`src/hdl/jbt_pkg.sv`:
```
// Shared types, codes and helper functions for the JSON byte tokenizer.
package jbt_pkg;

  localparam int MaxFractionDigits = 18;
  localparam int QueueDepth = 4;
  localparam int QueuePtrW = $clog2(QueueDepth);
  localparam int QueueCntW = $clog2(QueueDepth + 1);

  localparam logic [29:0] ExpLimit = 30'd999999999;

  // Token kinds
  localparam logic [3:0] TK_LBRACE  = 4'd0;
  localparam logic [3:0] TK_RBRACE  = 4'd1;
  localparam logic [3:0] TK_LBRACK  = 4'd2;
  localparam logic [3:0] TK_RBRACK  = 4'd3;
  localparam logic [3:0] TK_COMMA   = 4'd4;
  localparam logic [3:0] TK_COLON   = 4'd5;
  localparam logic [3:0] TK_NULL    = 4'd6;
  localparam logic [3:0] TK_STRBYTE = 4'd9;
  localparam logic [3:0] TK_STREND  = 4'd10;
  localparam logic [3:0] TK_NUMBER  = 4'd11;
  localparam logic [3:0] TK_END     = 4'd12;
  localparam logic [3:0] TK_ERROR   = 4'd13;

  // Scanner modes
  localparam logic [3:0] M_TOP    = 4'd0;
  localparam logic [3:0] M_LIT    = 4'd1;
  localparam logic [3:0] M_STR    = 4'd2;
  localparam logic [3:0] M_ESC    = 4'd3;
  localparam logic [3:0] M_NSIGN  = 4'd4;
  localparam logic [3:0] M_NZERO  = 4'd5;
  localparam logic [3:0] M_NINT   = 4'd6;
  localparam logic [3:0] M_FSTART = 4'd7;
  localparam logic [3:0] M_FRAC   = 4'd8;
  localparam logic [3:0] M_ESTART = 4'd9;
  localparam logic [3:0] M_ESIGN  = 4'd10;
  localparam logic [3:0] M_EXP    = 4'd11;
  localparam logic [3:0] M_STOP   = 4'd12;

  // Literal selects
  localparam logic [1:0] LIT_NULL  = 2'd0;
  localparam logic [1:0] LIT_TRUE  = 2'd1;
  localparam logic [1:0] LIT_FALSE = 2'd2;

  typedef struct packed {
    logic [3:0]         kind;
    logic [7:0]         ch;
    logic signed [63:0] ival;
    logic [59:0]        fval;
    logic [4:0]         fdig;
    logic signed [30:0] eval;
    logic               ovf;
    logic [31:0]        line;
    logic [31:0]        col;
    logic               last;
  } res_t;

  function automatic res_t mk_tok(logic [3:0] kind, logic [7:0] ch,
                                  logic [31:0] line, logic [31:0] col);
    res_t r;
    r = '0;
    r.kind = kind;
    r.ch = ch;
    r.line = line;
    r.col = col;
    return r;
  endfunction

  // Character of a literal at a position; an unused select reads as null.
  function automatic logic [7:0] lit_char(logic [1:0] sel, logic [2:0] pos);
    logic [7:0] c;
    c = 8'h00;
    case (sel)
      LIT_TRUE: begin
        case (pos)
          3'd0: c = "t";
          3'd1: c = "r";
          3'd2: c = "u";
          3'd3: c = "e";
          default: c = 8'h00;
        endcase
      end
      LIT_FALSE: begin
        case (pos)
          3'd0: c = "f";
          3'd1: c = "a";
          3'd2: c = "l";
          3'd3: c = "s";
          3'd4: c = "e";
          default: c = 8'h00;
        endcase
      end
      default: begin
        case (pos)
          3'd0: c = "n";
          3'd1: c = "u";
          3'd2: c = "l";
          3'd3: c = "l";
          default: c = 8'h00;
        endcase
      end
    endcase
    return c;
  endfunction

  function automatic logic [2:0] lit_len(logic [1:0] sel);
    logic [2:0] l;
    case (sel)
      LIT_FALSE: l = 3'd5;
      default:   l = 3'd4;
    endcase
    return l;
  endfunction

  // Escape decode: bit 8 set means the escape is not supported.
  function automatic logic [8:0] esc_decode(logic [7:0] b);
    logic [8:0] v;
    case (b)
      8'h22:   v = 9'h022;
      8'h5C:   v = 9'h05C;
      8'h2F:   v = 9'h02F;
      "b":     v = 9'h008;
      "f":     v = 9'h00C;
      "n":     v = 9'h00A;
      "r":     v = 9'h00D;
      "t":     v = 9'h009;
      default: v = 9'h100;
    endcase
    return v;
  endfunction

  // Integer digit with saturation: {saturated, new value}.
  function automatic logic [64:0] int_step(logic [63:0] acc, logic [3:0] d, logic neg);
    logic [67:0] t;
    logic [67:0] lim;
    logic [64:0] r;
    t = ({4'b0, acc} << 3) + ({4'b0, acc} << 1) + 68'(d);
    lim = neg ? 68'h0_8000_0000_0000_0000 : 68'h0_7FFF_FFFF_FFFF_FFFF;
    if (t > lim) r = {1'b1, lim[63:0]};
    else r = {1'b0, t[63:0]};
    return r;
  endfunction

  // Exponent digit with saturation: {saturated, new value}.
  function automatic logic [30:0] exp_step(logic [29:0] acc, logic [3:0] d);
    logic [33:0] t;
    logic [30:0] r;
    t = ({4'b0, acc} << 3) + ({4'b0, acc} << 1) + 34'(d);
    if (t > {4'b0, ExpLimit}) r = {1'b1, ExpLimit};
    else r = {1'b0, t[29:0]};
    return r;
  endfunction

endpackage

```
`src/hdl/jbt_queue.sv`:
```
// Four-entry result queue that takes up to two tokens per cycle.
module jbt_queue (
  input  logic                           clk,
  input  logic                           rst_n,
  input  logic [1:0]                     push_n,
  input  jbt_pkg::res_t                  push_d0,
  input  jbt_pkg::res_t                  push_d1,
  input  logic                           pop,
  output logic [jbt_pkg::QueueCntW-1:0]  level,
  output logic                           head_valid,
  output jbt_pkg::res_t                  head
);
  import jbt_pkg::*;

  res_t                 mem [QueueDepth];
  logic [QueuePtrW-1:0] wp_r, wp_nxt, rp_r, rp_nxt;
  logic [QueueCntW-1:0] cnt_r, cnt_nxt;
  logic                 do_pop;

  assign do_pop = pop && (cnt_r != '0);
  assign wp_nxt = wp_r + QueuePtrW'(push_n);
  assign rp_nxt = rp_r + QueuePtrW'(do_pop);
  assign cnt_nxt = cnt_r + QueueCntW'(push_n) - QueueCntW'(do_pop);

  always_ff @(posedge clk) begin
    if (!rst_n) begin
      wp_r <= '0;
      rp_r <= '0;
      cnt_r <= '0;
    end else begin
      wp_r <= wp_nxt;
      rp_r <= rp_nxt;
      cnt_r <= cnt_nxt;
    end
  end

  always_ff @(posedge clk) begin
    if (push_n != 2'd0) begin
      mem[wp_r] <= push_d0;
    end
    if (push_n == 2'd2) begin
      mem[wp_r + QueuePtrW'(1)] <= push_d1;
    end
  end

  assign level = cnt_r;
  assign head_valid = cnt_r != '0;
  assign head = mem[rp_r];

endmodule

```
`src/hdl/json_byte_tokenizer.sv`:
```
// Top level of the JSON byte tokenizer: scanner state and result queue.
//
// Input channel: in_data_byte / in_end_of_text, moved by in_valid and in_stall.
// One byte of JSON text is consumed per transfer; a zero byte or a set
// in_end_of_text ends the text and flushes any complete pending number.
// Result channel: one token per transfer on out_*, with out_last_result set
// on the final token caused by a given input byte (zero, one or two tokens).
// Latency: a token caused by a byte is offered on the result channel in the
// cycle after the byte's transfer when the queue is empty.
// Throughput: one byte per cycle. The scanner decides each byte with one
// level of logic (mode decode plus one multiply-by-ten add and compare), so
// the figure is set by the result queue: in_stall rises while three or more
// tokens wait, so a receiver that stalls, or a run of bytes giving two
// tokens each (a number closed by punctuation), backs up the input.
// Reset: rst_n, synchronous, active low, returns the scanner to between
// tokens at line 0, column 0 and empties the queue.
// After an end or error token the scanner stops and later bytes are taken
// but give no tokens until reset.
module json_byte_tokenizer (
  input  logic               clk,
  input  logic               rst_n,
  input  logic               in_valid,
  output logic               in_stall,
  input  logic [7:0]         in_data_byte,
  input  logic               in_end_of_text,
  output logic               out_valid,
  input  logic               out_stall,
  output logic [3:0]         out_token_kind,
  output logic [7:0]         out_char_value,
  output logic signed [63:0] out_integer_value,
  output logic [59:0]        out_fraction_value,
  output logic [4:0]         out_fraction_digits,
  output logic signed [30:0] out_exponent_value,
  output logic               out_overflow_flag,
  output logic [31:0]        out_token_line,
  output logic [31:0]        out_token_column,
  output logic               out_last_result
);
  import jbt_pkg::*;

  // Scanner state
  logic [3:0]  mode_r, mode_nxt;
  logic [1:0]  lsel_r, lsel_nxt;
  logic [2:0]  lpos_r, lpos_nxt;
  logic        nneg_r, nneg_nxt;
  logic [63:0] iacc_r, iacc_nxt;
  logic [59:0] facc_r, facc_nxt;
  logic [4:0]  fcnt_r, fcnt_nxt;
  logic [29:0] eacc_r, eacc_nxt;
  logic        eneg_r, eneg_nxt;
  logic        sat_r, sat_nxt;
  logic [31:0] line_r, line_nxt, col_r, col_nxt;
  logic [31:0] sline_r, sline_nxt, scol_r, scol_nxt;

  logic                 accept;
  logic [1:0]           push_n;
  res_t                 push_d0, push_d1, head;
  logic [QueueCntW-1:0] level;
  logic                 is_end;

  // Hold off input while the queue may not fit two more tokens.
  assign in_stall = level > QueueCntW'(QueueDepth - 2);
  assign accept = in_valid && !in_stall;
  assign is_end = in_end_of_text || (in_data_byte == 8'h00);

  always_comb begin
    logic [7:0]  b;
    logic        digit;
    logic [3:0]  d;
    logic        num_emit, tok_emit, do_top;
    res_t        tok, num;
    logic [64:0] istep;
    logic [30:0] estep;
    logic [63:0] fmul;
    logic [2:0]  pos;
    logic [8:0]  esc;
    logic [30:0] ex;

    b = in_data_byte;
    digit = (b >= "0") && (b <= "9");
    d = digit ? 4'(b - 8'h30) : 4'd0;
    num_emit = 1'b0;
    tok_emit = 1'b0;
    do_top = 1'b0;
    tok = '0;
    istep = int_step(iacc_r, d, nneg_r);
    estep = exp_step(eacc_r, d);
    fmul = ({4'b0, facc_r} << 3) + ({4'b0, facc_r} << 1) + 64'(d);
    pos = (lpos_r < lit_len(lsel_r)) ? lpos_r : 3'd0;
    esc = esc_decode(b);

    // Number token from the pending state
    num = mk_tok(TK_NUMBER, 8'h00, sline_r, scol_r);
    num.ival = nneg_r ? -$signed(iacc_r) : $signed(iacc_r);
    num.fval = facc_r;
    num.fdig = fcnt_r;
    ex = {1'b0, eacc_r};
    num.eval = eneg_r ? $signed(~ex + 31'd1) : $signed(ex);
    num.ovf = sat_r;

    mode_nxt = mode_r;
    lsel_nxt = lsel_r;
    lpos_nxt = lpos_r;
    nneg_nxt = nneg_r;
    iacc_nxt = iacc_r;
    facc_nxt = facc_r;
    fcnt_nxt = fcnt_r;
    eacc_nxt = eacc_r;
    eneg_nxt = eneg_r;
    sat_nxt = sat_r;
    line_nxt = line_r;
    col_nxt = col_r;
    sline_nxt = sline_r;
    scol_nxt = scol_r;

    if (accept && mode_r != M_STOP) begin
      if (is_end) begin
        case (mode_r)
          M_TOP: begin
            tok_emit = 1'b1;
            tok = mk_tok(TK_END, 8'h00, line_r, col_r);
          end
          M_NZERO, M_NINT, M_FRAC, M_EXP: begin
            num_emit = 1'b1;
            tok_emit = 1'b1;
            tok = mk_tok(TK_END, 8'h00, line_r, col_r);
          end
          default: begin
            tok_emit = 1'b1;
            tok = mk_tok(TK_ERROR, 8'h00, sline_r, scol_r);
          end
        endcase
        mode_nxt = M_STOP;
      end else begin
        case (mode_r)
          M_TOP: do_top = 1'b1;
          M_LIT: begin
            if (pos != 3'd0 && b == lit_char(lsel_r, pos)) begin
              lpos_nxt = pos + 3'd1;
              if (pos + 3'd1 == lit_len(lsel_r)) begin
                tok_emit = 1'b1;
                tok = mk_tok(TK_NULL + 4'(lsel_r), 8'h00, sline_r, scol_r);
                mode_nxt = M_TOP;
                lpos_nxt = 3'd0;
              end
            end else begin
              tok_emit = 1'b1;
              tok = mk_tok(TK_ERROR, 8'h00, sline_r, scol_r);
              mode_nxt = M_STOP;
            end
          end
          M_STR: begin
            if (b == 8'h22) begin
              tok_emit = 1'b1;
              tok = mk_tok(TK_STREND, 8'h00, sline_r, scol_r);
              mode_nxt = M_TOP;
            end else if (b == 8'h5C) begin
              mode_nxt = M_ESC;
            end else if (b < 8'h20) begin
              tok_emit = 1'b1;
              tok = mk_tok(TK_ERROR, 8'h00, sline_r, scol_r);
              mode_nxt = M_STOP;
            end else begin
              tok_emit = 1'b1;
              tok = mk_tok(TK_STRBYTE, b, sline_r, scol_r);
            end
          end
          M_ESC: begin
            tok_emit = 1'b1;
            if (esc[8]) begin
              tok = mk_tok(TK_ERROR, 8'h00, sline_r, scol_r);
              mode_nxt = M_STOP;
            end else begin
              tok = mk_tok(TK_STRBYTE, esc[7:0], sline_r, scol_r);
              mode_nxt = M_STR;
            end
          end
          M_NSIGN: begin
            if (b == "0") begin
              mode_nxt = M_NZERO;
            end else if (digit) begin
              iacc_nxt = istep[63:0];
              sat_nxt = sat_r | istep[64];
              mode_nxt = M_NINT;
            end else begin
              tok_emit = 1'b1;
              tok = mk_tok(TK_ERROR, 8'h00, sline_r, scol_r);
              mode_nxt = M_STOP;
            end
          end
          M_NZERO, M_NINT: begin
            if (digit && mode_r == M_NINT) begin
              iacc_nxt = istep[63:0];
              sat_nxt = sat_r | istep[64];
            end else if (b == ".") begin
              mode_nxt = M_FSTART;
            end else if (b == "e" || b == "E") begin
              mode_nxt = M_ESTART;
            end else begin
              num_emit = 1'b1;
              do_top = 1'b1;
            end
          end
          M_FSTART, M_FRAC: begin
            if (digit) begin
              if (fcnt_r < 5'(MaxFractionDigits)) begin
                facc_nxt = fmul[59:0];
                fcnt_nxt = fcnt_r + 5'd1;
              end else begin
                sat_nxt = 1'b1;
              end
              mode_nxt = M_FRAC;
            end else if (mode_r == M_FSTART) begin
              tok_emit = 1'b1;
              tok = mk_tok(TK_ERROR, 8'h00, sline_r, scol_r);
              mode_nxt = M_STOP;
            end else if (b == "e" || b == "E") begin
              mode_nxt = M_ESTART;
            end else begin
              num_emit = 1'b1;
              do_top = 1'b1;
            end
          end
          M_ESTART, M_ESIGN: begin
            if (digit) begin
              eacc_nxt = estep[29:0];
              sat_nxt = sat_r | estep[30];
              mode_nxt = M_EXP;
            end else if (mode_r == M_ESTART && b == "-") begin
              eneg_nxt = 1'b1;
              mode_nxt = M_ESIGN;
            end else if (mode_r == M_ESTART && b == "+") begin
              mode_nxt = M_ESIGN;
            end else begin
              tok_emit = 1'b1;
              tok = mk_tok(TK_ERROR, 8'h00, sline_r, scol_r);
              mode_nxt = M_STOP;
            end
          end
          M_EXP: begin
            if (digit) begin
              eacc_nxt = estep[29:0];
              sat_nxt = sat_r | estep[30];
            end else begin
              num_emit = 1'b1;
              do_top = 1'b1;
            end
          end
          default: mode_nxt = M_STOP;
        endcase

        // Between tokens: mark the start and dispatch on the byte.
        if (do_top) begin
          mode_nxt = M_TOP;
          sline_nxt = line_r;
          scol_nxt = col_r;
          case (b)
            " ", 8'h09, 8'h0D, 8'h0A: ;
            "{": begin
              tok_emit = 1'b1;
              tok = mk_tok(TK_LBRACE, 8'h00, line_r, col_r);
            end
            "}": begin
              tok_emit = 1'b1;
              tok = mk_tok(TK_RBRACE, 8'h00, line_r, col_r);
            end
            "[": begin
              tok_emit = 1'b1;
              tok = mk_tok(TK_LBRACK, 8'h00, line_r, col_r);
            end
            "]": begin
              tok_emit = 1'b1;
              tok = mk_tok(TK_RBRACK, 8'h00, line_r, col_r);
            end
            ",": begin
              tok_emit = 1'b1;
              tok = mk_tok(TK_COMMA, 8'h00, line_r, col_r);
            end
            ":": begin
              tok_emit = 1'b1;
              tok = mk_tok(TK_COLON, 8'h00, line_r, col_r);
            end
            "n": begin
              lsel_nxt = LIT_NULL;
              lpos_nxt = 3'd1;
              mode_nxt = M_LIT;
            end
            "t": begin
              lsel_nxt = LIT_TRUE;
              lpos_nxt = 3'd1;
              mode_nxt = M_LIT;
            end
            "f": begin
              lsel_nxt = LIT_FALSE;
              lpos_nxt = 3'd1;
              mode_nxt = M_LIT;
            end
            8'h22: mode_nxt = M_STR;
            default: begin
              if (b == "-" || digit) begin
                nneg_nxt = (b == "-");
                iacc_nxt = 64'(d);
                facc_nxt = '0;
                fcnt_nxt = '0;
                eacc_nxt = '0;
                eneg_nxt = 1'b0;
                sat_nxt = 1'b0;
                if (b == "-") mode_nxt = M_NSIGN;
                else if (b == "0") mode_nxt = M_NZERO;
                else mode_nxt = M_NINT;
              end else begin
                tok_emit = 1'b1;
                tok = mk_tok(TK_ERROR, 8'h00, line_r, col_r);
                mode_nxt = M_STOP;
              end
            end
          endcase
        end

        // Advance the text position.
        if (b == 8'h0A) begin
          line_nxt = line_r + 32'd1;
          col_nxt = '0;
        end else begin
          col_nxt = col_r + 32'd1;
        end
      end
    end

    // Pack the tokens, number first, and flag the last one.
    push_n = 2'(num_emit) + 2'(tok_emit);
    tok.last = 1'b1;
    num.last = !tok_emit;
    push_d0 = num_emit ? num : tok;
    push_d1 = tok;
  end

  always_ff @(posedge clk) begin
    if (!rst_n) begin
      mode_r <= M_TOP;
      lsel_r <= '0;
      lpos_r <= '0;
      nneg_r <= 1'b0;
      iacc_r <= '0;
      facc_r <= '0;
      fcnt_r <= '0;
      eacc_r <= '0;
      eneg_r <= 1'b0;
      sat_r <= 1'b0;
      line_r <= '0;
      col_r <= '0;
      sline_r <= '0;
      scol_r <= '0;
    end else begin
      mode_r <= mode_nxt;
      lsel_r <= lsel_nxt;
      lpos_r <= lpos_nxt;
      nneg_r <= nneg_nxt;
      iacc_r <= iacc_nxt;
      facc_r <= facc_nxt;
      fcnt_r <= fcnt_nxt;
      eacc_r <= eacc_nxt;
      eneg_r <= eneg_nxt;
      sat_r <= sat_nxt;
      line_r <= line_nxt;
      col_r <= col_nxt;
      sline_r <= sline_nxt;
      scol_r <= scol_nxt;
    end
  end

  jbt_queue u_queue (
    .clk        (clk),
    .rst_n      (rst_n),
    .push_n     (push_n),
    .push_d0    (push_d0),
    .push_d1    (push_d1),
    .pop        (!out_stall),
    .level      (level),
    .head_valid (out_valid),
    .head       (head)
  );

  assign out_token_kind = head.kind;
  assign out_char_value = head.ch;
  assign out_integer_value = head.ival;
  assign out_fraction_value = head.fval;
  assign out_fraction_digits = head.fdig;
  assign out_exponent_value = head.eval;
  assign out_overflow_flag = head.ovf;
  assign out_token_line = head.line;
  assign out_token_column = head.col;
  assign out_last_result = head.last;

  // An end of text always stops the scanner.
  a_end_stops: assert property (@(posedge clk) disable iff (!rst_n)
    accept && is_end |=> mode_r == M_STOP)
    else $error("scanner not stopped after end of text");

  // A stopped scanner gives no tokens.
  a_stop_silent: assert property (@(posedge clk) disable iff (!rst_n)
    mode_r == M_STOP |-> push_n == 2'd0)
    else $error("token pushed while stopped");

  // The queue never overfills.
  a_queue_room: assert property (@(posedge clk) disable iff (!rst_n)
    push_n != 2'd0 |-> level + QueueCntW'(push_n) <= QueueCntW'(QueueDepth))
    else $error("result queue overflow");

  // Fraction count and exponent stay within their limits.
  a_num_limits: assert property (@(posedge clk) disable iff (!rst_n)
    fcnt_r <= 5'(MaxFractionDigits) && eacc_r <= ExpLimit)
    else $error("number accumulator beyond limit");

endmodule
```
`config.mk`:
```
export PLATFORM = sky130hd
export DESIGN_NAME = json_byte_tokenizer
export DESIGN_NICKNAME = d
export VERILOG_FILES = /design/src/hdl/jbt_pkg.sv /design/src/hdl/jbt_queue.sv /design/src/hdl/json_byte_tokenizer.sv
export SDC_FILE = /design/constraint.sdc
export NUM_CORES = 2
export LEC_CHECK = 0
export ABC_AREA = 1
export BUFFER_PORTS_ARGS = -buffer_cell sky130_fd_sc_hd__buf_4
export CAP_MARGIN = 20
export CORE_ASPECT_RATIO = 1.2
export CORE_MARGIN = 3
export CORE_UTILIZATION = 40
export CTS_CLUSTER_DIAMETER = 100
export DETAILED_ROUTE_END_ITERATION = 8
export PLACE_DENSITY = 0.54
export SLEW_MARGIN = 40
export SYNTH_ARGS = -nofsm -noshare
export SYNTH_HDL_FRONTEND = slang
export SYNTH_SLANG_ARGS = --single-unit
```
`constraint.sdc`:
```
create_clock -name clk -period 13.97 [get_ports clk]
set_input_delay 3.4925 -clock clk [delete_from_list [all_inputs] [get_ports clk]]
set_output_delay 3.4925 -clock clk [all_outputs]
set_load 0.02 [all_outputs]
```
Word level (Yosys, flattened, before mapping)

Memory sizes are Yosys's and may differ from the RTL's. A register that Yosys moved wholly into a read port is not among the register bits.
Cells that the tools add are included.

Equal/unequal tests: 49
Reductions and logical operators: 40
Bitwise operators: 5
Muxes and demuxes: 145
Add/sub/neg operators: 20
Order comparisons: 8

Operator list:

| operator                                                               | number |
|---|---|
| 238-bit 2-to-1 mux                                                     | 16 |
| 238-bit case mux with 7 select lines                                   | 1 |
| 238-bit case mux with 6 select lines                                   | 1 |
| 64-bit 2-to-1 mux                                                      | 8 |
| 237-bit 2-to-1 mux                                                     | 2 |
| 60-bit 2-to-1 mux                                                      | 6 |
| 235-bit 2-to-1 mux                                                     | 1 |
| 30-bit 2-to-1 mux                                                      | 5 |
| 64-bit case mux with 2 select lines                                    | 1 |
| 8-bit by 7-bit equality test with 1-bit output (second input constant) | 12 |
| 8-bit by 6-bit equality test with 1-bit output (second input constant) | 9 |
| 9-bit case mux with 8 select lines                                     | 1 |
| 67-bit by 65-bit adder with 68-bit output                              | 1 |
| 68-bit by 4-bit adder with 68-bit output                               | 1 |
| 68-bit by 64-bit > comparator with 1-bit output                        | 1 |
| 4-bit 2-to-1 mux                                                       | 17 |
| 65-bit 2-to-1 mux                                                      | 1 |
| 32-bit by 1-bit adder with 32-bit output (second input constant)       | 2 |
| 64-bit negator                                                         | 1 |
| 31-bit 2-to-1 mux                                                      | 2 |
| 60-bit by 4-bit adder with 60-bit output                               | 1 |
| 60-bit adder                                                           | 1 |
| 1-bit 2-to-1 mux                                                       | 45 |
| 3-bit 2-to-1 mux                                                       | 13 |
| 74 further kinds                                                       | 118 |

Bits in writable memories: 952
Bits of input ports: 13
Word-level logic and storage cells: 285
Memories: 1
Register bits after elaboration: 306
Output and inout port bits: 240

Memories:

| memory      | depth | width | rd ports | clocked after Yosys merged registers in | write ports | line            | RTL |
|---|---|---|---|---|---|---|---|
| u_queue.mem | 4     | 238   | 1        | 1                                       | 2           | jbt_queue.sv:15 | `res_t mem [QueueDepth];` |

Depth between registers and ports, before layout

Word-level depth: 30
Gate-level depth with buffers: 45

Modules after synthesis

Synthesis repeated with hierarchy kept, for this count alone.

Cells, all modules: 10,723
Area total of the unflattened synthesis: 82,342.7 µm²

Modules (own cells, without submodules):

| module              | cells each | instances | area an instance (µm²) |
|---|---|---|---|
| jbt_queue           | 4,714      | 1         | 46,499.6 |
| json_byte_tokenizer | 6,009      | 1         | 35,843.1 |

Worst setup path before layout

OpenSTA, ideal clock, no wires.

Path type: input to register
Start: input in_data_byte[0]
End: register iacc_r[63]
Data arrival time: 9.118 ns
Library setup time: 0.070 ns
Slack: 4.782 ns
Buffers on the path: 4
Stages: 42
Data required time: 13.900 ns
Cells stage by stage: buf_4 > inv_2 > nor2_1 > nand2_1 > a211oi_4 > inv_2 > buf_2 > nor2_1 > fa_1 > fa_1 > nand3_1 > nand2_1 > nand2_1 > nand2_1 > nand3_1 > nand2_1 > nand2_1 > nand2_1 > [6 not listed] > ha_1 > nand3_1 > nor4_1 > and2_1 > nand2_1 > nand2_1 > nand2_1 > nand2_1 > nand2_1 > nand2_1 > nand2_1 > nand4_1 > buf_2 > buf_1 > nor2_1 > o22ai_1 > nand2_1 > a21oi_1

Cells in the longest elaborated chain, start to end: 12

RTL lines:

| element                                                                                                                        | line                       | RTL |
|---|---|---|
| start: declaration                                                                                                             | json_byte_tokenizer.sv:24  | `input logic [7:0] in_data_byte,` |
| 8-bit by 6-bit greater-or-equal comparator with 1-bit output or 8-bit by 6-bit <= comparator with 1-bit output (tied branches) | json_byte_tokenizer.sv:80  | `digit = (b >= "0") && (b <= "9");` |
| 1-bit logical AND                                                                                                              | json_byte_tokenizer.sv:80  |  |
| 4-bit 2-to-1 mux                                                                                                               | json_byte_tokenizer.sv:81  | `d = digit ? 4'(b - 8'h30) : 4'd0;` |
| 68-bit by 4-bit adder with 68-bit output                                                                                       | jbt_pkg.sv:137             | `t = ({4'b0, acc} << 3) + ({4'b0, acc} << 1) + 68'(d);` |
| 68-bit by 64-bit > comparator with 1-bit output                                                                                | jbt_pkg.sv:139             | `if (t > lim) r = {1'b1, lim[63:0]};` |
| 65-bit 2-to-1 mux                                                                                                              | jbt_pkg.sv:139             |  |
| 64-bit 2-to-1 mux                                                                                                              | json_byte_tokenizer.sv:181 | `end else if (digit) begin` |
| 64-bit 2-to-1 mux                                                                                                              | json_byte_tokenizer.sv:179 | `if (b == "0") begin` |
| 64-bit case mux with 2 select lines                                                                                            | json_byte_tokenizer.sv:135 | `case (mode_r)` |
| 64-bit 2-to-1 mux                                                                                                              | json_byte_tokenizer.sv:300 | `if (b == "-" \|\| digit) begin` |
| 64-bit 2-to-1 mux                                                                                                              | json_byte_tokenizer.sv:257 | `case (b)` |
| 64-bit 2-to-1 mux                                                                                                              | json_byte_tokenizer.sv:253 | `if (do_top) begin` |
| end signal: assignment                                                                                                         | json_byte_tokenizer.sv:359 | `iacc_r <= iacc_nxt;` |
| end: declaration                                                                                                               | json_byte_tokenizer.sv:46  | `logic [63:0] iacc_r, iacc_nxt;` |

Parallel ways exist; a longest one is shown, timed or not. The select of a mux whose other input is x is not followed.
A chain may end at the register's enable or synchronous reset.

Worst setup path in the final report

Start: input in_data_byte[0]
End: register iacc_r[46]

Same word-level chain as after synthesis.

==> flow_summary.toml <==
[synthesis]
yosys-top-cells-count = "nand2_1, o21ai_0, nor2_1"
synth-edff-count = 304
synth_top_cell_area_share_pct = 25.76
synth-simple-area-share_pct = 25.60
synthAdderAreaFrac_pct = 6.686
async_flop_share_pct = 0
netlist_instances = 10585
ys.flop_type = "dfxtp_1"
ys_seq_area_share_pct = 38.07
synth_compound_area_share_pct = 21.04
ys_seq_elements = 1258
synthMuxAreaShare_pct = 0
synth_area_leaders = "dfxtp_1, nand2_1, edfxtp_1, o21ai_0, ha_1"
synthesis.nets = 10990
syn_area_um2 = 74140
synth.distinct_cells = 68
yosys.cell_count.top_type = "nand2_1"
avgSynthCellArea_um2 = 7.004
synth_top_cell_by_area = "dfxtp_1"
synth_top_family_by_area = "simple AND/OR/NAND/NOR gates"
synthXorXnorAreaFrac_pct = 1.843
yosysWarnings = 0

[timing]
fin_setup_tns_ps = 0
setup_viol = 0
rsz0062_at_grt = "false"
post-route-period-util_pct = 77.33
clock_skew_ps = 25.23
hold_viol = 0
worst_slew_pin_slew_ps = 914.1
final_max_slew_viol_count = 0
layout_setup_ws_ps = 3166
fin_crit_ps = 10800
fmax_ghz = 0.09256
relSlewSlack_pct = 39.06

[placement]
place_congestion = 0.9712
dp_hpwl_mm = 175.9
io_buffers = 252
postPlaceCellArea_um2 = 77870
place_worst_setup_slack_ps = 2552

[floorplan]
initial_core_util_pct = 40.39
dieArea_um2 = 190600
rows = 172
pin_count = 253
die_x_um = 399.0
core-area_um2 = 183600
die_h_um = 477.6

[power_and_ir_drop]
leakagePower_uw = 0.03474
p_per_area_nw_per_um2 = 161.6
finalPower_uw = 13380
peakVddDrop_mv = 0.1691

[finish]
fin_area_um2 = 82810
drive_gt1_share_pct = 6.377
nNetsFinal = 10877
fin_util_pct = 45.11
area_delta_synth_final_pct = 11.70
seq_area_um2 = 28240
multi_input_area_um2 = 41080
nFillCells = 18888

[clock_network]
numCtsBuffers = 144
cts_resized = 0
hold_buffers = 0
clk_latency_ps = 800
clockBufferDepth = 3
path_clk_slew_ps = 60
cts-root-buf = "clkbuf_16"
clock-sinks = 1258
htreeDepth = 4
cts_tree = "yes"
cts_setup_buffers = 0

[drt]
routed_wl_mm = 273.8
vias_per_cell = 5.602
route.detailed.wl_per_inst_um = 21.01
drt_iter0_markers = 6314
drc = 0
antenna_left = 0
first_pass_iters = 8
vias = 72990

[grt]
grt_start_max_net_pins = 156
grt_usage_pct = 27.89
grt_overflow_total = 0
grt_first_pass_wirelength_mm = 420.4
grt_antenna_before_repair = 14
grt_pass1_vias = 70414

[setup_path]
cp_data_required_time_ps = 14690
crit_top_cell = "nand2_1"
critPathArrivalTime_ps = 11520
critPathKind = "in -> reg"
cp_slowest_stage_delay_ps = 720
cp-start-kind = "input port"
slowest_stage = "nor2_1"
end_kind = "flip-flop"
crit_fanout = 67

[run_status]
status = "completed"

[worst_hold_path]
hold_class = "reg -> reg"

[job]
cap_violations = 0
## cell families (layout without fill, tap and decap cells)
family	Yosys count	count (layout)
simple gates	4612	4612
compound gates	2871	2871
buf+inv	1296	1296
flops	1258	1258
fa+ha+maj	392	392
xor+xnor	156	156
other cells	0	9
## through the flow
stage,std cells,hold WS (ps)
global placement,12754,432.8
global route,13022,470.4
floorplan,10585,421.2
CTS,13020,452.2
detailed placement,12761,437.0
finish,13030,450.8
## power by group
group	internal [µW]	total [µW]	leakage, µW	switching (µW)
sequential	4070	4220	0.0109	151
combinational	1320	5240	0.0214	3920
clock	2300	3920	0.00240	1630
## registers in the layout (all words and copies together) (netlist names)
| register | count |
|---|---|
| eneg_r | 1 |
| col_r | 32 |
| nneg_r | 1 |
| mode_r | 4 |
| lsel_r | 2 |
| facc_r | 60 |
| fcnt_r | 5 |
| u_queue.mem | 952 |
| eacc_r | 30 |
| u_queue.level | 3 |
| sline_r | 32 |
| iacc_r | 64 |
| lpos_r | 3 |
| sat_r | 1 |
| u_queue.wp_r | 2 |
| u_queue.rp_r | 2 |
| line_r | 32 |
| scol_r | 32 |
## final timing paths
kind / start / endpoint / slack (ps) / cells past startpoint
hold / removal: u_queue.mem[1][66] / u_queue.mem[1][66] / 450 / 2
hold reg to reg: u_queue.mem[1][66] / u_queue.mem[1][66] / 450 / 2
setup reg to reg: lpos_r[1] / u_queue.mem[2][171] / 6880 / 23
setup / recovery: in_data_byte[0] / iacc_r[46] / 3170 / 43
## layout make-up
class	count	area share, %
repair buffers	334	3.415
clock inverters	38	0.5923
diodes	9	0.02720
well taps	2436	3.680
inverters	703	3.297
multi-input cells	8031	49.61
flip-flops and latches	1258	34.10
clock buffers	221	5.279
## layer usage
layer / GRT usage [%] / vias up / wire length, µm
li1: - / 35390 / -
met3: 4.558 / 427 / 18550
met2: 46.39 / 2352 / 126900
met4: 7.866 / 4 / 7077
met1: 37.19 / 34817 / 121200
met5: 0 / - / 21
## cell usage in the layout, fill, tap and decap left out, types with 12 or more instances in the layout
master,count
nand2_1,2747
o21ai_0,1471
nor2_1,1045
dfxtp_1,951
a21oi_1,660
inv_1,637
ha_1,385
edfxtp_1,304
buf_4,296
nand3_1,284
o22ai_1,242
or2_0,240
clkbuf_16,148
o211ai_1,139
o21ai_1,118
xor2_1,104
a31oi_1,96
nor3_1,93
nand4_1,61
xnor2_1,51
clkinv_1,41
clkbuf_8,39
or2_2,35
nor4_1,33
clkbuf_1,33
o21bai_1,23
buf_6,22
a21o_1,16
o31ai_1,16
clkinv_2,16
nand3b_1,15
nor3_2,14
o21a_1,14
inv_6,12
a32o_1,12
## critical path, delay by kind of cell
| family | cells | cell delay [ps] |
|---|---|---|
| buffers and inverters | 5 | 1220 |
| AND/OR/NAND/NOR | 28 | 3650 |
| adder cells (fa/ha/maj) | 4 | 1350 |
| AO/OA/AOI/OAI | 6 | 1770 |
(Power assumes the default switching activity.)
